### src/hw/rtl/qma_pkg.sv
// Shared types, codes and helpers for the QR mask apply block.
`timescale 1ns / 1ps

package qma_pkg;

    // Smallest legal symbol side (version 1)
    localparam logic [7:0] MIN_SYMBOL_SIZE = 8'd21;

    // Configuration register indexes
    localparam int CFG_INDEX_W = 2;
    localparam logic [CFG_INDEX_W-1:0] CFG_MASK_PATTERN = 2'd0;
    localparam logic [CFG_INDEX_W-1:0] CFG_SYMBOL_SIZE  = 2'd1;

    // Queue between front and back
    localparam int QUEUE_DEPTH = 2;
    localparam int QPTR_W      = $clog2(QUEUE_DEPTH);
    localparam int QCNT_W      = $clog2(QUEUE_DEPTH + 1);

    // Standard mask pattern codes
    typedef enum logic [2:0] {
        MASK_CHECKER     = 3'd0,  // (i+j)%2
        MASK_ROWS        = 3'd1,  // i%2
        MASK_COLS3       = 3'd2,  // j%3
        MASK_DIAG3       = 3'd3,  // (i+j)%3
        MASK_BLOCKS      = 3'd4,  // (i/2 + j/3)%2
        MASK_PROD_SUM    = 3'd5,  // (ij)%2 + (ij)%3
        MASK_PROD_PARITY = 3'd6,  // ((ij)%2 + (ij)%3)%2
        MASK_MIXED       = 3'd7   // ((i+j)%2 + (ij)%3)%2
    } mask_sel_t;

    // Position of one module, reduced to what the masks need
    typedef struct packed {
        logic       bit_in;     // module value
        logic       last;       // final module of the symbol
        logic       row_odd;    // i[0]
        logic       row_bit1;   // i[1], parity of i/2
        logic       col_odd;    // j[0]
        logic [1:0] row_mod3;   // i%3
        logic [1:0] col_mod3;   // j%3
        logic       col_div3;   // parity of j/3
    } qma_item_t;

    // Residue step mod 3
    function automatic logic [1:0] inc_mod3(input logic [1:0] a);
        logic [1:0] r;
        r = (a == 2'd2) ? 2'd0 : a + 2'd1;
        return r;
    endfunction

    // (a+b)%3 for residues
    function automatic logic [1:0] add_mod3(input logic [1:0] a, input logic [1:0] b);
        logic [2:0] s;
        s = {1'b0, a} + {1'b0, b};
        return (s >= 3'd3) ? 2'(s - 3'd3) : s[1:0];
    endfunction

    // (a*b)%3 for residues
    function automatic logic [1:0] mul_mod3(input logic [1:0] a, input logic [1:0] b);
        logic [1:0] r;
        if (a == 2'd0 || b == 2'd0) begin
            r = 2'd0;
        end else if (a == b) begin
            r = 2'd1;       // 1*1 and 2*2
        end else begin
            r = 2'd2;       // 1*2
        end
        return r;
    endfunction

endpackage

### src/hw/rtl/qma_front.sv
// Front end: position counters and classification of each accepted module.
`timescale 1ns / 1ps

module qma_front
(
    input  logic                clk,
    input  logic                rst_n,
    input  logic                accept,
    input  logic                module_in,
    input  logic [7:0]          size_m1,
    output qma_pkg::qma_item_t  item
);

    logic [7:0] row_reg, row_next;
    logic [7:0] col_reg, col_next;
    logic [1:0] row_mod3_reg, row_mod3_next;
    logic [1:0] col_mod3_reg, col_mod3_next;
    logic       col_div3_reg, col_div3_next;
    logic       row_end;
    logic       last;

    // Row end and symbol end
    assign row_end = (col_reg >= size_m1);
    assign last    = row_end && (row_reg >= size_m1);

    // Item handed to the queue
    always_comb
    begin
        item.bit_in   = module_in;
        item.last     = last;
        item.row_odd  = row_reg[0];
        item.row_bit1 = row_reg[1];
        item.col_odd  = col_reg[0];
        item.row_mod3 = row_mod3_reg;
        item.col_mod3 = col_mod3_reg;
        item.col_div3 = col_div3_reg;
    end

    // Counter advance, residues kept alongside
    always_comb
    begin
        row_next      = row_reg;
        col_next      = col_reg;
        row_mod3_next = row_mod3_reg;
        col_mod3_next = col_mod3_reg;
        col_div3_next = col_div3_reg;
        if (accept)
        begin
            if (last)
            begin
                row_next      = 8'd0;
                row_mod3_next = 2'd0;
                col_next      = 8'd0;
                col_mod3_next = 2'd0;
                col_div3_next = 1'b0;
            end
            else if (row_end)
            begin
                row_next      = row_reg + 8'd1;
                row_mod3_next = qma_pkg::inc_mod3(row_mod3_reg);
                col_next      = 8'd0;
                col_mod3_next = 2'd0;
                col_div3_next = 1'b0;
            end
            else
            begin
                col_next      = col_reg + 8'd1;
                col_mod3_next = qma_pkg::inc_mod3(col_mod3_reg);
                col_div3_next = col_div3_reg ^ (col_mod3_reg == 2'd2);
            end
        end
    end

    always_ff @(posedge clk or negedge rst_n)
    begin
        if (!rst_n)
        begin
            row_reg      <= 8'd0;
            col_reg      <= 8'd0;
            row_mod3_reg <= 2'd0;
            col_mod3_reg <= 2'd0;
            col_div3_reg <= 1'b0;
        end
        else
        begin
            row_reg      <= row_next;
            col_reg      <= col_next;
            row_mod3_reg <= row_mod3_next;
            col_mod3_reg <= col_mod3_next;
            col_div3_reg <= col_div3_next;
        end
    end

endmodule

### src/hw/rtl/qma_queue.sv
// Short queue that decouples the front end from the back end.
`timescale 1ns / 1ps

module qma_queue
(
    input  logic                clk,
    input  logic                rst_n,
    input  logic                wr_en,
    input  qma_pkg::qma_item_t  wr_item,
    output logic                full,
    input  logic                rd_en,
    output qma_pkg::qma_item_t  rd_item,
    output logic                not_empty
);

    localparam logic [qma_pkg::QCNT_W-1:0] DEPTH_CNT = qma_pkg::QCNT_W'(qma_pkg::QUEUE_DEPTH);
    localparam logic [qma_pkg::QPTR_W-1:0] LAST_PTR  =
        qma_pkg::QPTR_W'(qma_pkg::QUEUE_DEPTH - 1);

    qma_pkg::qma_item_t               slot_reg [qma_pkg::QUEUE_DEPTH];
    logic [qma_pkg::QPTR_W-1:0]       wr_ptr_reg, wr_ptr_next;
    logic [qma_pkg::QPTR_W-1:0]       rd_ptr_reg, rd_ptr_next;
    logic [qma_pkg::QCNT_W-1:0]       count_reg, count_next;
    logic                             do_wr;
    logic                             do_rd;

    assign full      = (count_reg == DEPTH_CNT);
    assign not_empty = (count_reg != '0);
    assign rd_item   = slot_reg[rd_ptr_reg];
    assign do_wr     = wr_en && !full;
    assign do_rd     = rd_en && not_empty;

    // Pointer and fill level update
    always_comb
    begin
        wr_ptr_next = wr_ptr_reg;
        rd_ptr_next = rd_ptr_reg;
        count_next  = count_reg;
        if (do_wr)
        begin
            wr_ptr_next = (wr_ptr_reg == LAST_PTR) ? '0 : wr_ptr_reg + 1'b1;
        end
        if (do_rd)
        begin
            rd_ptr_next = (rd_ptr_reg == LAST_PTR) ? '0 : rd_ptr_reg + 1'b1;
        end
        if (do_wr && !do_rd)
        begin
            count_next = count_reg + 1'b1;
        end
        else if (do_rd && !do_wr)
        begin
            count_next = count_reg - 1'b1;
        end
    end

    always_ff @(posedge clk or negedge rst_n)
    begin
        if (!rst_n)
        begin
            wr_ptr_reg <= '0;
            rd_ptr_reg <= '0;
            count_reg  <= '0;
        end
        else
        begin
            wr_ptr_reg <= wr_ptr_next;
            rd_ptr_reg <= rd_ptr_next;
            count_reg  <= count_next;
        end
    end

    // Storage slots, no reset needed
    always_ff @(posedge clk)
    begin
        if (do_wr)
        begin
            slot_reg[wr_ptr_reg] <= wr_item;
        end
    end

endmodule

### src/hw/rtl/qma_back.sv
// Back end: mask bit evaluation, XOR and result output register.
`timescale 1ns / 1ps

module qma_back
(
    input  logic                clk,
    input  logic                rst_n,
    input  logic                q_valid,
    input  qma_pkg::qma_item_t  q_item,
    output logic                q_take,
    input  qma_pkg::mask_sel_t  mask_pattern,
    output logic                module_out,
    output logic                last_module,
    output logic                empty,
    input  logic                pop
);

    logic       out_valid_reg, out_valid_next;
    logic       bit_reg;
    logic       last_reg;
    logic       hit;
    logic       prod_odd;
    logic [1:0] prod_mod3;
    logic [1:0] sum_mod3;

    assign prod_odd  = q_item.row_odd & q_item.col_odd;
    assign prod_mod3 = qma_pkg::mul_mod3(q_item.row_mod3, q_item.col_mod3);
    assign sum_mod3  = qma_pkg::add_mod3(q_item.row_mod3, q_item.col_mod3);

    // Mask bit for the selected pattern
    always_comb
    begin
        case (mask_pattern)
            qma_pkg::MASK_CHECKER:     hit = !(q_item.row_odd ^ q_item.col_odd);
            qma_pkg::MASK_ROWS:        hit = !q_item.row_odd;
            qma_pkg::MASK_COLS3:       hit = (q_item.col_mod3 == 2'd0);
            qma_pkg::MASK_DIAG3:       hit = (sum_mod3 == 2'd0);
            qma_pkg::MASK_BLOCKS:      hit = !(q_item.row_bit1 ^ q_item.col_div3);
            qma_pkg::MASK_PROD_SUM:    hit = !prod_odd && (prod_mod3 == 2'd0);
            qma_pkg::MASK_PROD_PARITY: hit = !(prod_odd ^ prod_mod3[0]);
            qma_pkg::MASK_MIXED:       hit = !((q_item.row_odd ^ q_item.col_odd) ^ prod_mod3[0]);
            default:                   hit = 1'b0;
        endcase
    end

    // Take a beat when the output register is free or being drained
    assign q_take = q_valid && (!out_valid_reg || pop);

    always_comb
    begin
        out_valid_next = out_valid_reg;
        if (q_take)
        begin
            out_valid_next = 1'b1;
        end
        else if (pop)
        begin
            out_valid_next = 1'b0;
        end
    end

    always_ff @(posedge clk or negedge rst_n)
    begin
        if (!rst_n)
        begin
            out_valid_reg <= 1'b0;
        end
        else
        begin
            out_valid_reg <= out_valid_next;
        end
    end

    // Result payload
    always_ff @(posedge clk)
    begin
        if (q_take)
        begin
            bit_reg  <= q_item.bit_in ^ hit;
            last_reg <= q_item.last;
        end
    end

    assign module_out  = bit_reg;
    assign last_module = last_reg;
    assign empty       = !out_valid_reg;

endmodule

### src/hw/rtl/qr_mask_apply_top.sv
// Top level of the QR data mask apply block.
//
// channel  | handshake                     | payload
// ---------+-------------------------------+---------------------------------
// input    | push / full                   | module_in
// result   | empty / pop                   | module_out, last_module
// config   | cfg_valid / cfg_ready         | cfg_index, cfg_data
//
// One module per cycle sustained while pop drains the result; a pushed module
// is written into the two-entry queue, then into the result register. The front
// counters, the queue and the result register each pass one beat a cycle.
// Reset clears the position counters, the queue and the result valid flag and
// loads mask pattern 0 and size 21; no clearing pass follows.
// A stalled result fills the queue, then full rises; cfg_ready is always high.
`timescale 1ns / 1ps

module qr_mask_apply_top
#(
    parameter int MAX_SYMBOL_SIZE = 177
)
(
    input  logic                             clk,
    input  logic                             rst_n,
    input  logic                             push,
    output logic                             full,
    input  logic                             module_in,
    output logic                             empty,
    input  logic                             pop,
    output logic                             module_out,
    output logic                             last_module,
    input  logic                             cfg_valid,
    output logic                             cfg_ready,
    input  logic [qma_pkg::CFG_INDEX_W-1:0]  cfg_index,
    input  logic [7:0]                       cfg_data
);

    localparam logic [7:0] MAX_SIZE = 8'(MAX_SYMBOL_SIZE);

    qma_pkg::mask_sel_t  mask_pattern_reg, mask_pattern_next;
    logic [7:0]          symbol_size_reg, symbol_size_next;
    logic [7:0]          size_eff;
    logic [7:0]          size_m1;
    logic                accept;
    qma_pkg::qma_item_t  front_item;
    qma_pkg::qma_item_t  q_item;
    logic                q_valid;
    logic                q_take;
    logic                cfg_wr;

    assign cfg_ready = 1'b1;
    assign cfg_wr    = cfg_valid && cfg_ready;

    // Configuration registers, unknown indexes ignored
    always_comb
    begin
        mask_pattern_next = mask_pattern_reg;
        symbol_size_next  = symbol_size_reg;
        if (cfg_wr)
        begin
            case (cfg_index)
                qma_pkg::CFG_MASK_PATTERN: mask_pattern_next = qma_pkg::mask_sel_t'(cfg_data[2:0]);
                qma_pkg::CFG_SYMBOL_SIZE:  symbol_size_next  = cfg_data;
                default:                   ;
            endcase
        end
    end

    always_ff @(posedge clk or negedge rst_n)
    begin
        if (!rst_n)
        begin
            mask_pattern_reg <= qma_pkg::MASK_CHECKER;
            symbol_size_reg  <= qma_pkg::MIN_SYMBOL_SIZE;
        end
        else
        begin
            mask_pattern_reg <= mask_pattern_next;
            symbol_size_reg  <= symbol_size_next;
        end
    end

    // Size in use, clamped to the legal range
    always_comb
    begin
        if (symbol_size_reg < qma_pkg::MIN_SYMBOL_SIZE)
        begin
            size_eff = qma_pkg::MIN_SYMBOL_SIZE;
        end
        else if (symbol_size_reg > MAX_SIZE)
        begin
            size_eff = MAX_SIZE;
        end
        else
        begin
            size_eff = symbol_size_reg;
        end
    end

    assign size_m1 = size_eff - 8'd1;
    assign accept  = push && !full;

    qma_front u_front
    (
        .clk       (clk),
        .rst_n     (rst_n),
        .accept    (accept),
        .module_in (module_in),
        .size_m1   (size_m1),
        .item      (front_item)
    );

    qma_queue u_queue
    (
        .clk       (clk),
        .rst_n     (rst_n),
        .wr_en     (push),
        .wr_item   (front_item),
        .full      (full),
        .rd_en     (q_take),
        .rd_item   (q_item),
        .not_empty (q_valid)
    );

    qma_back u_back
    (
        .clk          (clk),
        .rst_n        (rst_n),
        .q_valid      (q_valid),
        .q_item       (q_item),
        .q_take       (q_take),
        .mask_pattern (mask_pattern_reg),
        .module_out   (module_out),
        .last_module  (last_module),
        .empty        (empty),
        .pop          (pop)
    );

endmodule
### config.mk
export PLATFORM = sky130hd
export DESIGN_NAME = qr_mask_apply_top
export DESIGN_NICKNAME = d
export VERILOG_FILES = /design/src/hw/rtl/qma_pkg.sv /design/src/hw/rtl/qma_front.sv /design/src/hw/rtl/qma_queue.sv /design/src/hw/rtl/qma_back.sv /design/src/hw/rtl/qr_mask_apply_top.sv
export SDC_FILE = /design/constraint.sdc
export NUM_CORES = 1
export LEC_CHECK = 0
export BUFFER_PORTS_ARGS = -buffer_cell sky130_fd_sc_hd__buf_2
export CAP_MARGIN = 20
export CORE_ASPECT_RATIO = 1.5
export CORE_UTILIZATION = 60
export DETAILED_ROUTE_END_ITERATION = 8
export GPL_TIMING_DRIVEN = 0
export PLACE_DENSITY = 0.84
export RECOVER_POWER = 100
export SLEW_MARGIN = 15
export SYNTH_ARGS = -nofsm -noshare
export SYNTH_HDL_FRONTEND = slang
export SYNTH_SLANG_ARGS = --single-unit
export TNS_END_PERCENT = 30
### constraint.sdc
create_clock -name clk -period 4.1 [get_ports clk]
set_input_delay 0.205 -clock clk [delete_from_list [all_inputs] [get_ports clk]]
set_output_delay 0.205 -clock clk [all_outputs]
set_load 0.05 [all_outputs]
==> qor.txt <==
Status = complete, but fails checks
Violated checks = max-capacitance violations, max-slew violations
Synth async-reset ratio = 62.71%
Crit path max fanout = 8
Clock period minus worst slack = 3.823 ns
Starting Density = 62.76%
Worst Path Class, Setup = reg -> reg
Highest clock rate = 261.6 MHz
Most used DFF post-synth = dfrtp_1
Clock Sinks = 59
Placed cell count = 380
I/O Pins = 21
Power Density = 676.0 nW/um^2
Critical path cell sequence = o211ai_1, and3_1, nor3_1, ha_1, nand2_1, nor2_1, mux2i_1, ha_1, or4_1, a21oi_1, a22oi_1, a221oi_4, and3_1, buf_6, mux2_2
Setup TNS = 0 ns
Peak supply drop = 452.9 uV
Initial antenna violation count = 0
Number of synthesis warnings = 0
N_diodes = 0
Arr. time, crit path = 4.09 ns
Largest net degree at the start of global routing = 38
Residual DRC = 0
First-pass GRT wire length = 10410 um
Synth Net Count = 328
Fillcell total = 416
Placed cell area = 3447 sq um
Drt wl/cell = 15.27 um
Multi-input gate area = 1582 sq um
Tcrit/Tclk final = 93.24%
Die height = 92.37 um
Final WL = 6062 um
RSZ-0062 raised after global routing = false
Fin area = 3611 sq um
Clk buf depth = 2
Placeable core area = 5205 sq um
Finished Layout Cells = 397
Max FFs per register = 20
Top cells by area, synth = dfrtp_1 26%, edfxtp_1 20%, ha_1 6.9%
Seq/Total Area, Yosys = 48.68%
Root buffer cell = clkbuf_8
Startpoint types = flip-flop
CTS buffer count = 9
Final Hold Viols = 0
FF+latch count, synth = 59
Clock Latency Late Sink = 0.33 ns
Most frequent cell after synthesis = dfrtp_1
Max-slew violations = 38
Yosys top cell area share = 26.04%
Setup Viol. Count Final = 0
Worst-path clk slew = 0.07 ns
CP max stage cell = dfstp_1
Via density = 5.914
HP Class = in -> reg
Postcts setup bufs = 0
Yosys cell types = 56
Post_cts resized = 0
Layout cell share with drive strength beyond 1 = 17.33%
Pleak = 1.528 nW
CP max stage delay = 0.66 ns
Number of global-route vias before repair = 2334
Post-synth EDFFs = 22
Rows = 32
Antenna-violating nets left = 0
CTS tree = built
Layout net count = 359
Post-DP HPWL = 4564 um
Remaining Overflow, GRT = 0
Worst slew margin = -32.67%
Final Skew = 0.006536 ns
Gate Count Post-Synth = 293
Slew @ Worst Pin = 1.990 ns
Area leader, netlist = dfrtp_1
Critical path capture point type = flip-flop
DRT Pass-1 Iters = 4
Tot GR Track Use = 23.89%
Iter 0 DRT Violations = 98
Gpl congestion = 0.7764
Register Area = 1590 sq um
Avg Inst Size Synth = 11.15 sq um
Worst endpoint required time = 4.37 ns
Vias post-DR = 2348
Mapped Area = 3267 sq um
Die area = 5750 sq um
Area growth, synth to finish = 10.53%
Die Wd = 62.25 um
CTS H-tree lvls = 3
Max cap viols = 1
Commonest cells post-synth = 34 x dfrtp_1, 30 x nor2_1, 22 x edfxtp_1, 20 x mux2_2, 18 x ha_1
Number of port buffers = 19
Design Power = 2.441 mW
-- power breakdown --
group          total (mW)  internal, mW  switching (mW)  leakage (nW)
Clock               0.435         0.216           0.219        0.0791
Sequential          0.981         0.827           0.153         0.660
Combinational        1.03         0.450           0.576         0.789
-- cell type report --
| cell class | instances | share of cell area (%) |
|---|---|---|
| Sequential cell | 59 | 44.04 |
| Multi-Input combinational cell | 214 | 43.80 |
| Clock buffer | 11 | 3.638 |
| Timing Repair Buffer | 20 | 2.703 |
| Tap cell | 68 | 2.356 |
| Buffer | 8 | 1.386 |
| Inverter | 12 | 1.247 |
| Clock inverter | 5 | 0.8316 |
-- timing repair --
item	in CTS	in global routing
hold buffers	1	0
endpoints found under the setup margin	0	0
endpoints found under the hold margin	34	0
-- per-layer routing --
metal | wire length [um] | track usage, %
met1 | 2433 | 24.90
met2 | 3346 | 44.78
met3 | 131 | 5.296
met4 | 150 | 11.43
met5 | 0 | 0
-- through the flow --
step	setup WS, ns	hold slack [ns]	util (%)
4_1_cts	0.3349	0.05832	69.52
5_1_grt	0.01642	0.08188	69.38
3_3_place_gp	0.4206	0.3443	66.23
3_5_place_dp	0.3625	0.3514	66.23
2_1_floorplan	0.8233	-0.09059	-
6_report	0.2770	0.09494	69.38
-- placed cells by master, fill, tap and decap left out, types with 3 or more instances in the layout --
cell and count:
a211oi_1 5, a21o_1 3, a21oi_1 9, a22o_1 9, a22oi_1 3, a31oi_1 4, and3_1 7, buf_2 14
clkbuf_1 12, clkbuf_8 9, clkinv_2 3, dfrtp_1 34, edfxtp_1 22, ha_1 18, inv_1 11, mux2_2 19
mux2i_1 3, nand2_1 15, nand3_1 8, nand3b_1 3, nand4_1 3, nor2_1 30, nor2b_1 9, nor3_1 6
o211ai_1 3, o21ai_0 4, o21ai_1 6, xnor2_1 8, xor2_1 7
-- logic make-up (layout without fill, tap and decap cells) --
logic type      count (synthesis)  after routing  synth area share, %
simple gates                   93             93                14.29
other cells                     1              1               0.1148
compound gates                 61             61                13.98
buf+inv                        20             56                2.910
xor+xnor                       15             15                4.022
mux                            24             24                8.158
fa+ha+maj                      20             20                7.852
flops                          59             59                48.68
-- worst max-delay path, delay by kind of cell (launching register included) --
| family | cells | cell delay, ns |
|---|---|---|
| AOI/OAI and AO/OA | 4 | 0.88 |
| muxes | 2 | 0.29 |
| and+or+nand+nor | 6 | 1.32 |
| buffers and inverters | 1 | 0.13 |
| DFF | 1 | 0.66 |
| adders and majority gates | 2 | 0.48 |
-- path summary, 6_finish.rpt --
| path | cells past startpoint | endpoint | startpoint | slack [ns] |
|---|---|---|---|---|
| setup / recovery | 15 | u_front.row_reg[0] | symbol_size_reg[2] | 0.28 |
| hold / removal | 2 | symbol_size_reg[6] | cfg_data[6] | 0.09 |
| setup reg to reg | 15 | u_front.row_reg[0] | symbol_size_reg[2] | 0.28 |
| hold reg to reg | 1 | u_queue.wr_ptr_reg | u_queue.wr_ptr_reg | 0.50 |
| max in group asynchronous | 2 | symbol_size_reg[7] | rst_n | 1.98 |
| min in group asynchronous | 2 | u_back.out_valid_reg | rst_n | 0.97 |
Power figures use the tool's default switching activity.
